==> config.mk <==
export PLATFORM = sky130hd
export DESIGN_NAME = touch_packet_decode_debounce_flat
export DESIGN_NICKNAME = d
export VERILOG_FILES = /design/src/sv/tpdd_pkg.sv /design/src/sv/tpdd_if.sv /design/src/sv/tpdd_div.sv /design/src/sv/tpdd_core.sv /design/src/sv/touch_packet_decode_debounce.sv /design/src/flat_wrapper.sv
export SDC_FILE = /design/constraint.sdc
export NUM_CORES = 1
export LEC_CHECK = 0
export ABC_CLOCK_PERIOD_IN_PS = 11000
export BUFFER_PORTS_ARGS = -buffer_cell sky130_fd_sc_hd__buf_2
export CORE_ASPECT_RATIO = 1.25
export CORE_UTILIZATION = 60
export CTS_CLUSTER_DIAMETER = 30
export DETAILED_ROUTE_END_ITERATION = 10
export PLACE_DENSITY = 0.88
export SLEW_MARGIN = 0
export SYNTH_ARGS = -nofsm -noshare
export SYNTH_HDL_FRONTEND = slang
export SYNTH_HIERARCHICAL = 1
export SYNTH_SLANG_ARGS = --single-unit
==> constraint.sdc <==
create_clock -name clk -period 11 [get_ports clk]
set_clock_uncertainty 0.05 [all_clocks]
set_input_delay 1.1 -clock clk [delete_from_list [all_inputs] [get_ports clk]]
set_output_delay 1.1 -clock clk [all_outputs]
set_load 0.02 [all_outputs]
==> src/sv/tpdd_pkg.sv <==
// Package: constants, types and helpers for the touch packet decoder.
package tpdd_pkg;
  localparam int PacketBytes = 11;
  localparam int TimeBits = 16;
  localparam int CfgIdxBits = 3;
  localparam int CfgDataBits = 16;

  localparam logic [CfgIdxBits-1:0] RegFormat  = 3'd0;
  localparam logic [CfgIdxBits-1:0] RegCalXLo  = 3'd1;
  localparam logic [CfgIdxBits-1:0] RegCalYLo  = 3'd2;
  localparam logic [CfgIdxBits-1:0] RegCalXHi  = 3'd3;
  localparam logic [CfgIdxBits-1:0] RegCalYHi  = 3'd4;
  localparam logic [CfgIdxBits-1:0] RegSmooth  = 3'd5;
  localparam logic [CfgIdxBits-1:0] RegJitter  = 3'd6;
  localparam logic [CfgIdxBits-1:0] RegTapping = 3'd7;

  localparam logic [1:0] EvMotion  = 2'd0;
  localparam logic [1:0] EvPress   = 2'd1;
  localparam logic [1:0] EvRelease = 2'd2;

  localparam logic [0:0] OpByte = 1'b0;
  localparam logic [0:0] OpTick = 1'b1;

  localparam logic [7:0] ChCr = 8'h0d;
  localparam logic [7:0] ChT  = 8'h54;
  localparam logic [7:0] ChR  = 8'h52;
  localparam logic [7:0] ChPlus = 8'h2b;
  localparam logic [7:0] ChMinus = 8'h2d;
  localparam logic [7:0] ChSpace = 8'h20;

  typedef struct packed {
    logic [1:0] event_kind;
    logic [15:0] pos_x;
    logic [15:0] pos_y;
    logic last;
  } result_t;

  // shared divider request / response
  typedef struct packed {
    logic start;
    logic [31:0] num;
    logic [15:0] den;
  } div_req_t;

  typedef struct packed {
    logic busy;
    logic done;
    logic [31:0] quo;
  } div_rsp_t;
endpackage

==> src/sv/tpdd_if.sv <==
// Interfaces: input, output and configuration channels.
interface tpdd_in_if;
  logic valid;
  logic ready;
  logic [0:0] opcode;
  logic [7:0] rx_byte;
  modport source (output valid, opcode, rx_byte, input ready);
  modport sink (input valid, opcode, rx_byte, output ready);
endinterface

interface tpdd_out_if;
  logic valid;
  logic ready;
  logic [1:0] event_kind;
  logic [15:0] pos_x;
  logic [15:0] pos_y;
  logic last;
  modport source (output valid, event_kind, pos_x, pos_y, last, input ready);
  modport sink (input valid, event_kind, pos_x, pos_y, last, output ready);
endinterface

interface tpdd_cfg_if;
  logic valid;
  logic ready;
  logic [2:0] index;
  logic [15:0] data;
  modport source (output valid, index, data, input ready);
  modport sink (input valid, index, data, output ready);
endinterface

==> src/sv/tpdd_div.sv <==
// Shared restoring divider: unsigned 32 by 16, one quotient bit per cycle.
module tpdd_div (
  input  logic clk,
  input  logic rst,
  input  tpdd_pkg::div_req_t req,
  output tpdd_pkg::div_rsp_t rsp
);
  import tpdd_pkg::*;
  logic [31:0] quo;
  logic [16:0] rem;
  logic [15:0] den;
  logic [5:0] cnt;
  logic busy;
  logic done;
  logic [16:0] trial;
  logic [16:0] shifted;

  assign shifted = {rem[15:0], quo[31]};
  assign trial = shifted - {1'b0, den};

  always_ff @(posedge clk) begin
    if (rst) begin
      busy <= 1'b0;
      done <= 1'b0;
      cnt <= '0;
    end else begin
      done <= 1'b0;
      if (req.start) begin
        busy <= 1'b1;
        quo <= req.num;
        den <= req.den;
        rem <= '0;
        cnt <= 6'd32;
      end else if (busy) begin
        if (!trial[16]) begin
          rem <= trial;
          quo <= {quo[30:0], 1'b1};
        end else begin
          rem <= shifted;
          quo <= {quo[30:0], 1'b0};
        end
        cnt <= cnt - 6'd1;
        if (cnt == 6'd1) begin
          busy <= 1'b0;
          done <= 1'b1;
        end
      end
    end
  end

  assign rsp.busy = busy;
  assign rsp.done = done;
  assign rsp.quo = quo;
endmodule

==> src/sv/tpdd_core.sv <==
// Sequencer: packet framing, decimal parse, calibration, smoothing, events.
module tpdd_core #(
  parameter int PACKET_BYTES = tpdd_pkg::PacketBytes,
  parameter int TIME_BITS = tpdd_pkg::TimeBits
) (
  input  logic clk,
  input  logic rst,
  tpdd_in_if.sink in_ch,
  tpdd_out_if.source out_ch,
  tpdd_cfg_if.sink cfg_ch,
  output tpdd_pkg::div_req_t dreq,
  input  tpdd_pkg::div_rsp_t drsp
);
  import tpdd_pkg::*;
  localparam int CntBits = $clog2(PACKET_BYTES + 1);
  localparam int IdxBits = $clog2(PACKET_BYTES);
  localparam logic [CntBits-1:0] Len = CntBits'(PACKET_BYTES);
  localparam logic [TIME_BITS-1:0] TimeMax = '1;

  typedef enum logic [3:0] {
    S_IDLE, S_TICK, S_BYTE, S_PARSE, S_CAL_START, S_CAL_WAIT,
    S_SM_START, S_SM_WAIT, S_EVENTS, S_OUT
  } state_t;

  state_t state;
  logic [1:0] format_mode;
  logic [9:0] cal_x_low, cal_y_low, cal_x_high, cal_y_high;
  logic [7:0] smoothness;
  logic [15:0] jitter_delay_ms, tapping_delay_ms;

  logic [CntBits-1:0] byte_count;
  logic [7:0] packet_store [PACKET_BYTES];
  logic [15:0] avg_x, avg_y;
  logic prev_touch, pen_was_up, pre_tap, release_pending;
  logic [15:0] release_countdown;
  logic [TIME_BITS-1:0] ms_since_up;

  logic [7:0] b;
  logic [IdxBits-1:0] pidx;
  logic axis;
  logic [1:0] pphase;
  logic neg;
  logic [15:0] mag;
  logic [9:0] raw_x, raw_y;
  logic [15:0] vx, vy;
  logic button;
  logic sign_q;
  result_t res [2];
  logic [1:0] nres;
  logic oidx;
  logic [7:0] cur;
  logic is_sp, is_dig;
  logic [19:0] mag10;
  logic [15:0] mag_sat;
  logic [15:0] mag_div;
  logic [9:0] lo_s, hi_s, raw_s;
  logic signed [11:0] den_s, diff_s;
  logic [10:0] den_abs, diff_abs;
  logic quo_big;
  logic signed [18:0] cal_v;
  logic [15:0] cal_sat;
  logic [15:0] avg_s, val_s;
  logic [23:0] sm_num;
  logic [CntBits-1:0] bc0;
  logic binary;
  logic [CntBits-1:0] plen;

  assign binary = format_mode[0];
  assign plen = binary ? CntBits'(3) : Len;
  assign cur = packet_store[pidx];
  assign is_sp = (cur == ChSpace) || (cur >= 8'h09 && cur <= ChCr);
  assign is_dig = (cur >= 8'h30) && (cur <= 8'h39);
  assign mag10 = {4'd0, mag} * 20'd10 + {16'd0, cur[3:0]};
  assign mag_sat = (mag10 > 20'd65535) ? 16'hffff : mag10[15:0];
  assign mag_div = format_mode[1] ? {2'b00, mag[15:2]} : mag;
  assign bc0 = (byte_count >= plen) ? '0 : byte_count;

  assign lo_s = axis ? cal_y_low : cal_x_low;
  assign hi_s = axis ? cal_y_high : cal_x_high;
  assign raw_s = axis ? raw_y : raw_x;
  assign den_s = (hi_s == lo_s) ? 12'sd1 : $signed({2'b00, hi_s}) - $signed({2'b00, lo_s});
  assign diff_s = $signed({2'b00, raw_s}) - $signed({2'b00, lo_s});
  assign den_abs = den_s[11] ? 11'(-den_s) : den_s[10:0];
  assign diff_abs = diff_s[11] ? 11'(-diff_s) : diff_s[10:0];
  assign sign_q = den_s[11] ^ diff_s[11];
  assign quo_big = |drsp.quo[31:17];
  assign cal_v = sign_q ? 19'sd8192 - $signed({2'b00, drsp.quo[16:0]})
                        : 19'sd8192 + $signed({2'b00, drsp.quo[16:0]});
  assign cal_sat = quo_big ? (sign_q ? 16'd0 : 16'hffff)
                 : (cal_v[18] ? 16'd0 : (cal_v > 19'sd65535 ? 16'hffff : cal_v[15:0]));
  assign avg_s = axis ? avg_y : avg_x;
  assign val_s = axis ? vy : vx;
  assign sm_num = avg_s * smoothness + {8'd0, val_s};

  assign in_ch.ready = (state == S_IDLE) && !cfg_ch.valid;
  assign cfg_ch.ready = (state == S_IDLE);
  assign out_ch.valid = (state == S_OUT);
  assign out_ch.event_kind = res[oidx].event_kind;
  assign out_ch.pos_x = res[oidx].pos_x;
  assign out_ch.pos_y = res[oidx].pos_y;
  assign out_ch.last = (oidx == nres[0] - 1'b1) || (nres == 2'd2 && oidx);

  always_ff @(posedge clk) begin
    dreq.start <= !rst && (state == S_CAL_START || state == S_SM_START);
    if (rst) begin
      state <= S_IDLE;
      format_mode <= '0;
      cal_x_low <= 10'd128; cal_y_low <= 10'd128;
      cal_x_high <= 10'd896; cal_y_high <= 10'd896;
      smoothness <= 8'd9;
      jitter_delay_ms <= 16'd50;
      tapping_delay_ms <= '0;
      byte_count <= '0;
      avg_x <= '1; avg_y <= '1;
      prev_touch <= 1'b0; pen_was_up <= 1'b1; pre_tap <= 1'b0;
      release_pending <= 1'b0; release_countdown <= '0;
      ms_since_up <= '0;
      nres <= '0; oidx <= 1'b0;
      dreq.num <= '0; dreq.den <= '0;
    end else begin
      case (state)
        S_IDLE: begin
          if (cfg_ch.valid) begin
            case (cfg_ch.index)
              RegFormat:  format_mode <= cfg_ch.data[1:0];
              RegCalXLo:  cal_x_low <= cfg_ch.data[9:0];
              RegCalYLo:  cal_y_low <= cfg_ch.data[9:0];
              RegCalXHi:  cal_x_high <= cfg_ch.data[9:0];
              RegCalYHi:  cal_y_high <= cfg_ch.data[9:0];
              RegSmooth:  smoothness <= cfg_ch.data[7:0];
              RegJitter:  jitter_delay_ms <= cfg_ch.data;
              RegTapping: tapping_delay_ms <= cfg_ch.data;
              default: ;
            endcase
          end else if (in_ch.valid) begin
            b <= in_ch.rx_byte;
            nres <= '0;
            oidx <= 1'b0;
            state <= (in_ch.opcode == OpTick) ? S_TICK : S_BYTE;
          end
        end
        S_TICK: begin
          if (ms_since_up != TimeMax) ms_since_up <= ms_since_up + 1'b1;
          if (release_pending && release_countdown <= 16'd1) begin
            release_pending <= 1'b0;
            release_countdown <= '0;
            pre_tap <= 1'b0;
            res[0] <= '{prev_touch ? EvPress : EvRelease, avg_x, avg_y, 1'b1};
            nres <= 2'd1;
            state <= S_OUT;
          end else begin
            if (release_pending) release_countdown <= release_countdown - 16'd1;
            state <= S_IDLE;
          end
        end
        S_BYTE: begin
          if (binary && ((bc0 == CntBits'(2)) == b[7])) begin
            if (b[7]) begin
              packet_store[0] <= b;
              byte_count <= CntBits'(1);
            end else begin
              byte_count <= '0;
            end
            state <= S_IDLE;
          end else if (!binary && bc0 == '0 && b != ChT && b != ChR) begin
            byte_count <= bc0;
            state <= S_IDLE;
          end else begin
            packet_store[bc0[IdxBits-1:0]] <= b;
            if (!binary && b == ChCr && bc0 + 1'b1 != plen) begin
              byte_count <= '0;
              state <= S_IDLE;
            end else if (bc0 + 1'b1 != plen) begin
              byte_count <= bc0 + 1'b1;
              state <= S_IDLE;
            end else begin
              byte_count <= '0;
              axis <= 1'b0;
              if (binary) begin
                button <= b[6];
                raw_x <= format_mode[1] ? {2'b00, packet_store[0][6:0], packet_store[1][6]}
                                        : {packet_store[0][6:0], packet_store[1][6:4]};
                raw_y <= format_mode[1] ? {2'b00, packet_store[1][3:0], b[5:2]}
                                        : {packet_store[1][3:0], b[5:0]};
                state <= S_CAL_START;
              end else begin
                button <= (packet_store[0] == ChT);
                pidx <= IdxBits'(1);
                pphase <= 2'd0;
                neg <= 1'b0;
                mag <= '0;
                state <= S_PARSE;
              end
            end
          end
        end
        S_PARSE: begin
          // phase 0 skips space and takes a sign, 2 digits, 3 ends the field; at most one character a cycle
          if (pphase == 2'd0 && is_sp && pidx != IdxBits'(PACKET_BYTES - 1)) begin
            pidx <= pidx + 1'b1;
          end else if (pphase == 2'd0 && is_sp) begin
            pphase <= 2'd3;
          end else if (pphase == 2'd0) begin
            if (cur == ChPlus || cur == ChMinus) begin
              neg <= (cur == ChMinus);
              if (pidx == IdxBits'(PACKET_BYTES - 1)) pphase <= 2'd3;
              else begin pidx <= pidx + 1'b1; pphase <= 2'd2; end
            end else pphase <= 2'd2;
          end else if (pphase == 2'd2 && is_dig) begin
            mag <= mag_sat;
            if (pidx == IdxBits'(PACKET_BYTES - 1)) pphase <= 2'd3;
            else pidx <= pidx + 1'b1;
          end else begin
            if ((neg && mag_div != 0) || mag_div > 16'd1023) begin
              state <= S_IDLE;
            end else if (!axis) begin
              raw_x <= mag_div[9:0];
              axis <= 1'b1;
              pidx <= IdxBits'(6);
              pphase <= 2'd0;
              neg <= 1'b0;
              mag <= '0;
            end else begin
              raw_y <= mag_div[9:0];
              axis <= 1'b0;
              state <= S_CAL_START;
            end
          end
        end
        S_CAL_START: begin
          dreq.num <= 32'(diff_abs) * 32'd49152;
          dreq.den <= {5'd0, den_abs};
          state <= S_CAL_WAIT;
        end
        S_CAL_WAIT: begin
          if (drsp.done) begin
            if (!axis) begin
              vx <= cal_sat;
              axis <= 1'b1;
              state <= S_CAL_START;
            end else begin
              vy <= 16'hffff - cal_sat;
              axis <= 1'b0;
              state <= pen_was_up ? S_EVENTS : S_SM_START;
            end
          end
        end
        S_SM_START: begin
          dreq.num <= {8'd0, sm_num};
          dreq.den <= {7'd0, {1'b0, smoothness} + 9'd1};
          state <= S_SM_WAIT;
        end
        S_SM_WAIT: begin
          if (drsp.done) begin
            if (!axis) begin
              vx <= drsp.quo[15:0];
              axis <= 1'b1;
              state <= S_SM_START;
            end else begin
              vy <= drsp.quo[15:0];
              state <= S_EVENTS;
            end
          end
        end
        S_EVENTS: begin
          logic [1:0] n;
          n = '0;
          if (avg_x != vx || avg_y != vy) begin
            res[0] <= '{EvMotion, vx, vy, 1'b0};
            n = 2'd1;
          end
          if (!prev_touch && button) begin
            if (release_pending) begin
              release_pending <= 1'b0;
              release_countdown <= '0;
            end else if (tapping_delay_ms == 0 ||
                         33'(ms_since_up) < 33'(tapping_delay_ms)) begin
              res[n[0]] <= '{EvPress, vx, vy, 1'b0};
              n = n + 2'd1;
            end else pre_tap <= 1'b1;
          end else if (prev_touch && !button) begin
            ms_since_up <= '0;
            if (jitter_delay_ms != 0) begin
              release_pending <= 1'b1;
              release_countdown <= jitter_delay_ms;
            end else begin
              if (!pre_tap) begin
                res[n[0]] <= '{EvRelease, vx, vy, 1'b0};
                n = n + 2'd1;
              end
              pre_tap <= 1'b0;
            end
          end
          pen_was_up <= !button;
          prev_touch <= button;
          avg_x <= vx;
          avg_y <= vy;
          nres <= n;
          state <= (n == 2'd0) ? S_IDLE : S_OUT;
        end
        S_OUT: begin
          if (out_ch.ready) begin
            if (oidx == 1'b0 && nres == 2'd2) oidx <= 1'b1;
            else state <= S_IDLE;
          end
        end
        default: state <= S_IDLE;
      endcase
    end
  end
endmodule

==> src/sv/touch_packet_decode_debounce.sv <==
// A closing packet is decoded (decimal parse one character a cycle), then calibrated and smoothed
// with up to four divides on the shared divider, two per step, one per axis.
// Throughput: one item at a time; ready is low until all results are taken.
// Reset: synchronous active-high rst restores register defaults and clears the control and debounce state.
module touch_packet_decode_debounce #(
  parameter int PACKET_BYTES = tpdd_pkg::PacketBytes,
  parameter int TIME_BITS = tpdd_pkg::TimeBits
) (
  input logic clk,
  input logic rst,
  tpdd_in_if.sink in_ch,
  tpdd_out_if.source out_ch,
  tpdd_cfg_if.sink cfg_ch
);
  import tpdd_pkg::*;
  div_req_t dreq;
  div_rsp_t drsp;

  tpdd_div u_div (.clk(clk), .rst(rst), .req(dreq), .rsp(drsp));

  tpdd_core #(.PACKET_BYTES(PACKET_BYTES), .TIME_BITS(TIME_BITS)) u_core (
    .clk(clk), .rst(rst), .in_ch(in_ch), .out_ch(out_ch), .cfg_ch(cfg_ch),
    .dreq(dreq), .drsp(drsp)
  );

`ifndef SYNTHESIS
  a_no_overlap: assert property (@(posedge clk) disable iff (rst)
    out_ch.valid |-> !in_ch.ready) else $error("input taken while result pending");
  a_div_start: assert property (@(posedge clk) disable iff (rst)
    dreq.start |=> drsp.busy) else $error("divider did not start");
`endif
endmodule
==> src/flat_wrapper.sv <==
// flat-port wrapper written by rule: the top's interface ports become plain ports
module touch_packet_decode_debounce_flat import tpdd_pkg::*;
#(
  parameter int PACKET_BYTES = tpdd_pkg::PacketBytes,
  parameter int TIME_BITS = tpdd_pkg::TimeBits
)
  (clk, rst, in_ch_valid, in_ch_opcode, in_ch_rx_byte, in_ch_ready, out_ch_valid, out_ch_event_kind, out_ch_pos_x, out_ch_pos_y, out_ch_last, out_ch_ready, cfg_ch_valid, cfg_ch_index, cfg_ch_data, cfg_ch_ready);
  tpdd_in_if in_ch_i ();
  tpdd_out_if out_ch_i ();
  tpdd_cfg_if cfg_ch_i ();
  input logic clk;
  input logic rst;
  input wire logic [$bits(in_ch_i.valid)-1:0] in_ch_valid;
  input wire logic [$bits(in_ch_i.opcode)-1:0] in_ch_opcode;
  input wire logic [$bits(in_ch_i.rx_byte)-1:0] in_ch_rx_byte;
  output wire logic [$bits(in_ch_i.ready)-1:0] in_ch_ready;
  output wire logic [$bits(out_ch_i.valid)-1:0] out_ch_valid;
  output wire logic [$bits(out_ch_i.event_kind)-1:0] out_ch_event_kind;
  output wire logic [$bits(out_ch_i.pos_x)-1:0] out_ch_pos_x;
  output wire logic [$bits(out_ch_i.pos_y)-1:0] out_ch_pos_y;
  output wire logic [$bits(out_ch_i.last)-1:0] out_ch_last;
  input wire logic [$bits(out_ch_i.ready)-1:0] out_ch_ready;
  input wire logic [$bits(cfg_ch_i.valid)-1:0] cfg_ch_valid;
  input wire logic [$bits(cfg_ch_i.index)-1:0] cfg_ch_index;
  input wire logic [$bits(cfg_ch_i.data)-1:0] cfg_ch_data;
  output wire logic [$bits(cfg_ch_i.ready)-1:0] cfg_ch_ready;
  assign in_ch_i.valid = in_ch_valid;
  assign in_ch_i.opcode = in_ch_opcode;
  assign in_ch_i.rx_byte = in_ch_rx_byte;
  assign in_ch_ready = in_ch_i.ready;
  assign out_ch_valid = out_ch_i.valid;
  assign out_ch_event_kind = out_ch_i.event_kind;
  assign out_ch_pos_x = out_ch_i.pos_x;
  assign out_ch_pos_y = out_ch_i.pos_y;
  assign out_ch_last = out_ch_i.last;
  assign out_ch_i.ready = out_ch_ready;
  assign cfg_ch_i.valid = cfg_ch_valid;
  assign cfg_ch_i.index = cfg_ch_index;
  assign cfg_ch_i.data = cfg_ch_data;
  assign cfg_ch_ready = cfg_ch_i.ready;
  touch_packet_decode_debounce #(.PACKET_BYTES(PACKET_BYTES), .TIME_BITS(TIME_BITS)) u_core (.clk(clk), .rst(rst), .in_ch(in_ch_i), .out_ch(out_ch_i), .cfg_ch(cfg_ch_i));
endmodule
==> impl_summary.md, run 1 <==
Critical path
The worst setup path is of the flip-flop to flip-flop kind. Data on the critical path arrives at its endpoint at 7.02 ns. The required time at the worst-slack endpoint is 11.47 ns. STA classifies the critical path endpoint as a flip-flop.

The largest fanout of any net on the critical path is 26. STA classifies the critical path startpoint as a flip-flop. The worst register-to-register path has a depth of 19.

STA
Setup total negative slack on the finished layout was measured at 0 ns. Hold is met by 0.367 ns. The hold violation total from the final report was 0.

Timing would allow up to 153 MHz. Dividing the final minimum period by the clock period gives 59.5%. For the finished layout, the period the worst path requires is 6.55 ns. Setup repair after global routing left no endpoint under its margin. Measured against its own limit, the worst slew margin works out to 10.8%. At the pin with the least slew margin, the transition time is 1.33 ns.

The number of pins with negative max-slew slack in the final report is 0. Setup violations remaining at the end of the flow were counted as 0.

Global route
The first global-routing pass estimated 133000 um of wire. The via count of the first global-routing pass came to 25600. The number of antenna violations at the first check in global routing was 3. For this run the aggregate overflow at the end of global routing stands at 0. The largest net degree at the start of global routing is 65. In the global route stage, overall resource usage came out at 30.1%.

Placement
The placed instance area is 33600 um2. Routability-driven placement finished with a final weighted congestion of 0.977. The post-DP HPWL is 57300 um. In this run the tool buffered the top-level ports with 70 buffer cells. The total placed cells including tap cells is 3945.

Pwr
The maximum resistive drop on vdd is 0.167 mV. The total power divided by cell area is 153 nW/um2. The combinational cell fraction of total power is 14.9%. The switching power as a share of total power is 28.6%. The standby leakage power is 14.5 nW. Registers are responsible for 37.6% of the overall power. The part of the total power dissipated in the clock network is 47.5%.

The design internal power is 4.00 mW. For this design the total switching power over the nets is 1.60 mW.

Floorplanning
The die covers 55300 um2. The die boundary height is 263 um. The initialized floorplan defines 95 standard-cell rows.

The die boundary width is 211 um. The floorplan step defined a core boundary enclosing 53700 um2. For this configuration, the core starts out at a cell density of 60.7%. The number of primary I/O pins is 71.

Cells and area
Relative to the synthesized area, the layout overhead comes to 12.0%. The final design utilization is 68.0%. Excluding fillers, the count of instances in the completed layout stands at 4111. The layout has 3683 filler cells.

The layout cell share with drive strength beyond 1 is 12.5%. After the last flow step, the layout net total stands at 3606. After routing the design area is 36500 um2.

Detailed routing
Dividing the detail-routed via count by the number of cells gives 6.28. The total number of vias is 25800. After detailed routing, the wire length on met1 is 30400 um. The number of nets with antenna violations after routing is 0.

The wire length on met2 is 41600 um. In the detailed route, the total length drawn on met3 is 5880 um. The routed wire length is 84000 um. The average wire per cell in the routed design is 20.4 um. The number of optimization iterations in the first detailed-route pass is 6. Signal routing reaches up to met4.

For this run, design rule violations remaining after detail routing come to 0. The DRC violation total after the first TritonRoute iteration is 3032.

Clocking
The number of buffers created by CTS is 87. The cell at the root of the clock tree is sky130_fd_sc_hd__clkbuf_16. The post-CTS setup buffer count is 0. The clock drives 526 sinks. Gates resized during post-CTS repair numbered 0. The H-tree was split into 3 levels. The longest clock path from root to sink contains 3 buffers. The CTS tree is yes.

Clock latency on the worst-skew pair, taken at its later pin, is 0.65 ns. For this design, the CTS-stage hold fixing added 0 buffers. After clock tree synthesis, the clock-pin slew on the worst setup and hold paths is 0.05 ns.

Logic synthesis
The area of the mapped netlist is 32600 um2. Synthesis produced a netlist whose cell count is 3259. During synthesis, Yosys emitted a total of 6 warnings.

In this run the mean area of a mapped cell was 10.0 um2.

Status
The flow ran to the end, and the final reports show no timing, DRC or antenna violations.

Worst hold path
The number of cells on the worst hold path is 0. The path class of the tightest hold or removal check is flip-flop to flip-flop.

Flow run
The number of max-cap violations is 0.
## worst paths after layout
path                                       start                                  end  slack, ns
max reg2reg         u_core/u_core/axis$_DFFE_PP_  u_core/u_core/dreq[37]$_SDFFE_PP0N_       4.45
min reg2reg  u_core/u_core/dreq[10]$_SDFFE_PP0N_       u_core/u_div/den[10]$_DFFE_PP_       0.37
max                 u_core/u_core/axis$_DFFE_PP_  u_core/u_core/dreq[37]$_SDFFE_PP0N_       4.45
min          u_core/u_core/dreq[10]$_SDFFE_PP0N_       u_core/u_div/den[10]$_DFFE_PP_       0.37
## layout make-up
class	instances	area (um2)	share of cell area, %
multi-input cells	2360	17500	48.0
flip-flops and latches	526	13700	37.4
clock buffers	96	2260	6.20
well taps	727	910	2.49
inverters	221	830	2.27
clock inverters	67	671	1.84
repair buffers	111	661	1.81
diodes	3	7.51	0.0205
## layer usage
metal | vias up | global-route usage [%]
li1 | 11700 | -
met1 | 12300 | 34.2
met2 | 1373 | 51.7
met3 | 395 | 4.89
met4 | 0 | 20.8
met5 | - | 0
## critical path, cell delays in order, from the launching register on
cell,delay (ns)
sky130_fd_sc_hd__edfxtp_1,0.35
sky130_fd_sc_hd__buf_4,0.41
sky130_fd_sc_hd__mux2i_1,0.69
sky130_fd_sc_hd__nor2b_1,0.13
sky130_fd_sc_hd__fa_1,0.54
sky130_fd_sc_hd__fa_1,0.44
sky130_fd_sc_hd__fa_1,0.54
sky130_fd_sc_hd__inv_1,0.06
sky130_fd_sc_hd__fa_1,0.53
sky130_fd_sc_hd__inv_1,0.05
sky130_fd_sc_hd__ha_1,0.36
sky130_fd_sc_hd__a21o_1,0.19
sky130_fd_sc_hd__a21o_1,0.17
sky130_fd_sc_hd__a21oi_1,0.30
sky130_fd_sc_hd__a2bb2oi_1,0.25
sky130_fd_sc_hd__o21ai_0,0.15
sky130_fd_sc_hd__o41ai_1,0.56
sky130_fd_sc_hd__mux2i_1,0.29
sky130_fd_sc_hd__nand2_1,0.08
sky130_fd_sc_hd__a311oi_1,0.28
## cell usage in the layout (no fill, tap or decap), drive strengths merged, types with 66 or more instances in the layout
cell      n
nand2   362
edfxtp  313
inv     243
nor2    234
dfxtp   213
a21oi   190
ha      160
o21ai   126
buf     111
fa      106
mux2    104
nand3   100
mux2i   100
clkbuf   96
xor2     86
nor2b    66
## state kept, by name (all words and copies together), names as in the netlist, 10 cells and up, named ones only
name / count
u_core/u_core/avg_x: 16
u_core/u_core/avg_y: 16
u_core/u_core/cal_x_high: 10
u_core/u_core/cal_x_low: 10
u_core/u_core/cal_y_high: 10
u_core/u_core/cal_y_low: 10
u_core/u_core/dreq: 39
u_core/u_core/jitter_delay_ms: 16
u_core/u_core/mag: 16
u_core/u_core/ms_since_up: 16
u_core/u_core/packet_store: 96
u_core/u_core/raw_x: 10
u_core/u_core/raw_y: 10
u_core/u_core/release_countdown: 16
u_core/u_core/res: 68
u_core/u_core/tapping_delay_ms: 16
u_core/u_core/vx: 16
u_core/u_core/vy: 16
u_core/u_div/den: 16
u_core/u_div/quo: 32
u_core/u_div/rem: 16
## power by group through the flow
stage / Sequential (mW) / Clock, mW / Combinational (mW)
after CTS: 2.10 / 2.68 / 0.817
after floorplan: 2.14 / 0 / 0.617
after detailed placement: 2.14 / 0 / 0.798
after global placement: 2.14 / 0 / 0.781
after global routing: 2.10 / 2.77 / 0.913
final: 2.10 / 2.66 / 0.834
## through the flow
| stage | worst slack (ns) | power (mW) |
|---|---|---|
| floorplan | 5.00 | 2.75 |
| detailed placement | 4.70 | 2.94 |
| CTS | 4.54 | 5.60 |
| global placement | 4.83 | 2.92 |
| global route | 4.10 | 5.78 |
| finish | 4.45 | 5.60 |
Power figures use the tool's default switching activity.
==> inputs of run 2 (changes only) <==
- ABC_CLOCK_PERIOD_IN_PS: 11000 -> 5350
- CORE_UTILIZATION: 60 -> 58
- PLACE_DENSITY: 0.88 -> 0.89
- clock period: 11 -> 5.35 ns (I/O delays scaled with it)
==> impl_summary.md, run 2 (same netlist as run 1, synthesis figures left out) <==
Global route
The total routing usage reported by global routing came to 30.9% (+0.76 points). The first-pass GRT wire length is 140000 um (+5.6%). The via count of the first global-routing pass is 26600 (+3.6%). The number of antenna violations at the first check in global routing came to 3 (unchanged).

The total congestion overflow after global routing is 0 (unchanged). The largest net degree at the start of global routing came to 69 (+6.2%).

Cells and area
The count of filler cells inserted in the layout came to 3536 (-4.0%). Counting flops per register, the top entry is u_core/u_core/packet_store. The post-route cell area is 38000 um2 (+4.0%). The number of flip-flops in the largest register is 96 (unchanged). The largest registers in the layout are u_core/u_core/packet_store: 96 flops, u_core/u_core/res: 68 flops, u_core/u_core/dreq: 39 flops. The final design utilization is 68.7% (+0.74 points). Leaving out fill and tap cells, the most frequent cells in the layout are 357 x sky130_fd_sc_hd__nand2_1, 313 x sky130_fd_sc_hd__edfxtp_1, 230 x sky130_fd_sc_hd__nor2_1.

The layout cell share with drive strength beyond 1 is 18.1% (+5.5 points). The area taken by flip-flops and latches is 13700 um2 (unchanged). The total area of multi-input combinational cells is 18000 um2 (+2.9%).

The area growth from synthesis to layout is 16.4%. The commonest non-fill, non-tap cell in the layout is sky130_fd_sc_hd__nand2_1. The number of nets in the layout is 3719 (+3.1%).

Critical path
The data arrival time of the critical path came to 6.07 ns (-0.95 ns). The element type at the critical path end is a flip-flop. The largest fanout of any net on the critical path is 8 (-69%).

The required time at the worst-slack endpoint is 5.82 ns (-5.65 ns). The kind of start point of the critical path is a flip-flop. The slack of the worst reg-to-reg path came to -0.26 ns (-4.71 ns). The kind of critical path is flip-flop to flip-flop.

Detailed routing
The number of nets with antenna violations after routing is 0 (unchanged). The total number of vias is 27000 (+4.7%). The number of optimization iterations in the first detailed-route pass was 6 (unchanged).

The mean number of vias per cell came to 6.39 (+1.8%). The DRC violation total after the first TritonRoute iteration was 3447 (+14%). The final routed DRC violation total is 0 (unchanged). The average wire per cell in the routed design is 21.7 um (+6.3%). The routed wire length is 91800 um (+9.3%).

STA
The hold violation total from the final report is 0 (unchanged). The normalized max-slew margin is 16.1% (+5.3 points). The final critical delay including setup and external delays is 5.61 ns (-0.939 ns). The final clock period utilization by the worst path is 105% (+45 points). The minimum hold slack came to 0.0222 ns (-0.345 ns). The worst path setup slack after routing is -0.257 ns (-4.71 ns). The achievable clock frequency is 178 MHz (+17%). The setup-violating endpoint count in the final report is 8 (+8). The post-route setup TNS came to -0.853 ns (-0.853 ns). The measured slew at the worst slew-check pin was 1.25 ns (-0.0848 ns). Setup repair after global routing could not meet its margin everywhere. The number of pins with negative max-slew slack in the final report is 0 (unchanged).

Clocking
The clock sink count was 526 (unchanged). The number of H-tree levels was 3 (unchanged). The clock-pin transition on the worst setup and hold timing paths is 0.06 ns (about the same). The CTS tree is yes. The cell at the root of the clock tree is sky130_fd_sc_hd__clkbuf_16.

The number of hold buffers added after cts is 0 (unchanged). The clock tree buffer depth is 3 (unchanged). The worst-skew pair later-pin latency is 0.64 ns (about the same). The number of buffers created by CTS is 82 (-5.7%).

Placement
The post-DP HPWL is 61000 um (+6.4%). The placed instance area was 34400 um2 (+2.3%). The pre-CTS setup slack is -0.202 ns (-4.91 ns). The quantity of I/O buffers inserted on ports came to 70 (unchanged). The global placement routability congestion was 0.963 (-1.4%).

Floorplanning
The die boundary height is 267 um (+1.7%). The die boundary width is 214 um (+1.7%). The full die area was 57200 um2 (+3.4%). The number of primary I/O pins is 71 (unchanged).

The starting density of the core is 59.1% (-1.7 points). The floorplan core area is 55300 um2 (+2.8%). The number of placement rows is 96 (+1.1%).

Pwr
The reported net switching power is 3.56 mW (+120%). The maximum resistive drop on vdd is 0.397 mV (+140%). The switching power as a share of total power is 29.3% (+0.71 points). The total power divided by cell area was 321 nW/um2 (+110%). The design internal power was 8.62 mW (+120%).

The standby leakage power was 15.2 nW (+4.5%). The relative contribution of sequential cells to total power is 35.7% (-1.9 points). The part of the total power dissipated in the clock network is 44.1% (-3.4 points). The combinational cell fraction of total power is 20.2% (+5.3 points).

Status
The final reports fail on setup timing. The flow ran to the end, but the final reports show violations.

Worst hold path
In this run the worst hold path is classified as input port to flip-flop.

Flow run
The number of max-cap violations came to 0 (unchanged).
## run 2: changes by cell type in the layout (fill, tap and decap cells not counted), sizes merged
cell      previous run  this run
buf                111       227
clkbuf              96        93
bufinv               2         4
clkinvlp             8        12
bufbuf               0         1
diode                3         2
clkinv              35        26
inv                243       241
## run 2: metrics by stage
step	power [mW]	std cells
after global routing	12.5	4227
final	12.2	4227
after detailed placement	6.33	4045
after global placement	6.28	4045
after CTS	11.9	4209
after floorplan	5.69	3268
## run 2: final cells by class
type                       count  share of cell area, %
multi-input combinational   2360                   47.5
sequential                   526                   36.0
clock buffer                  92                   5.69
timing repair buffer         229                   4.40
tap                          735                   2.42
inverter                     221                   2.18
clock inverter                62                   1.84
antenna                        2                 0.0132
## run 2: what timing repair did
action	in CTS	in global routing
pin swaps	41	63
gates resized for setup	57	70
setup buffers	9	17
gates cloned	2	1
setup endpoints to repair	15	16
endpoints found under the hold margin	0	0
## run 2: worst paths after layout
path,to,depth (start not counted),start
min,u_core/u_core/b[4]$_DFFE_PP_,1,in_ch_rx_byte[4]
min reg2reg,u_core/u_div/den[8]$_DFFE_PP_,0,u_core/u_core/dreq[8]$_SDFFE_PP0N_
max,u_core/u_core/dreq[37]$_SDFFE_PP0N_,20,u_core/u_core/axis$_DFFE_PP_
max reg2reg,u_core/u_core/dreq[37]$_SDFFE_PP0N_,20,u_core/u_core/axis$_DFFE_PP_
## run 2: critical path: stages (launching register included)
cell,delay (ns)
sky130_fd_sc_hd__edfxtp_1,0.44
sky130_fd_sc_hd__buf_12,0.19
sky130_fd_sc_hd__mux2i_4,0.39
sky130_fd_sc_hd__nand2b_4,0.21
sky130_fd_sc_hd__fa_1,0.39
sky130_fd_sc_hd__inv_1,0.08
sky130_fd_sc_hd__fa_1,0.44
sky130_fd_sc_hd__fa_1,0.56
sky130_fd_sc_hd__inv_2,0.04
sky130_fd_sc_hd__fa_1,0.50
sky130_fd_sc_hd__inv_2,0.05
sky130_fd_sc_hd__ha_4,0.21
sky130_fd_sc_hd__a21o_1,0.19
sky130_fd_sc_hd__a21o_1,0.23
sky130_fd_sc_hd__a21oi_2,0.20
sky130_fd_sc_hd__a2bb2oi_2,0.19
sky130_fd_sc_hd__o21ai_2,0.09
sky130_fd_sc_hd__o41ai_2,0.44
sky130_fd_sc_hd__mux2i_1,0.23
sky130_fd_sc_hd__nand2_1,0.07
sky130_fd_sc_hd__a311oi_1,0.28
## run 2: power by group through the flow
| stage | clock (mW) | combinational (mW) | sequential, mW |
|---|---|---|---|
| global route | 5.58 | 2.63 | 4.34 |
| floorplan | 0 | 1.30 | 4.39 |
| CTS | 5.40 | 2.11 | 4.34 |
| finish | 5.37 | 2.46 | 4.34 |
| global placement | 0 | 1.86 | 4.42 |
| detailed placement | 0 | 1.91 | 4.42 |
## run 2: routing by layer
metal  share of wire (%)  vias up  global-route usage, %
met2                  50     1669                   54.0
met1                  34    12900                   34.0
met5               0.013        -                      0
met4                 8.0        2                   22.4
met3                 8.1      507                   5.39
li1                    -    11900                      -
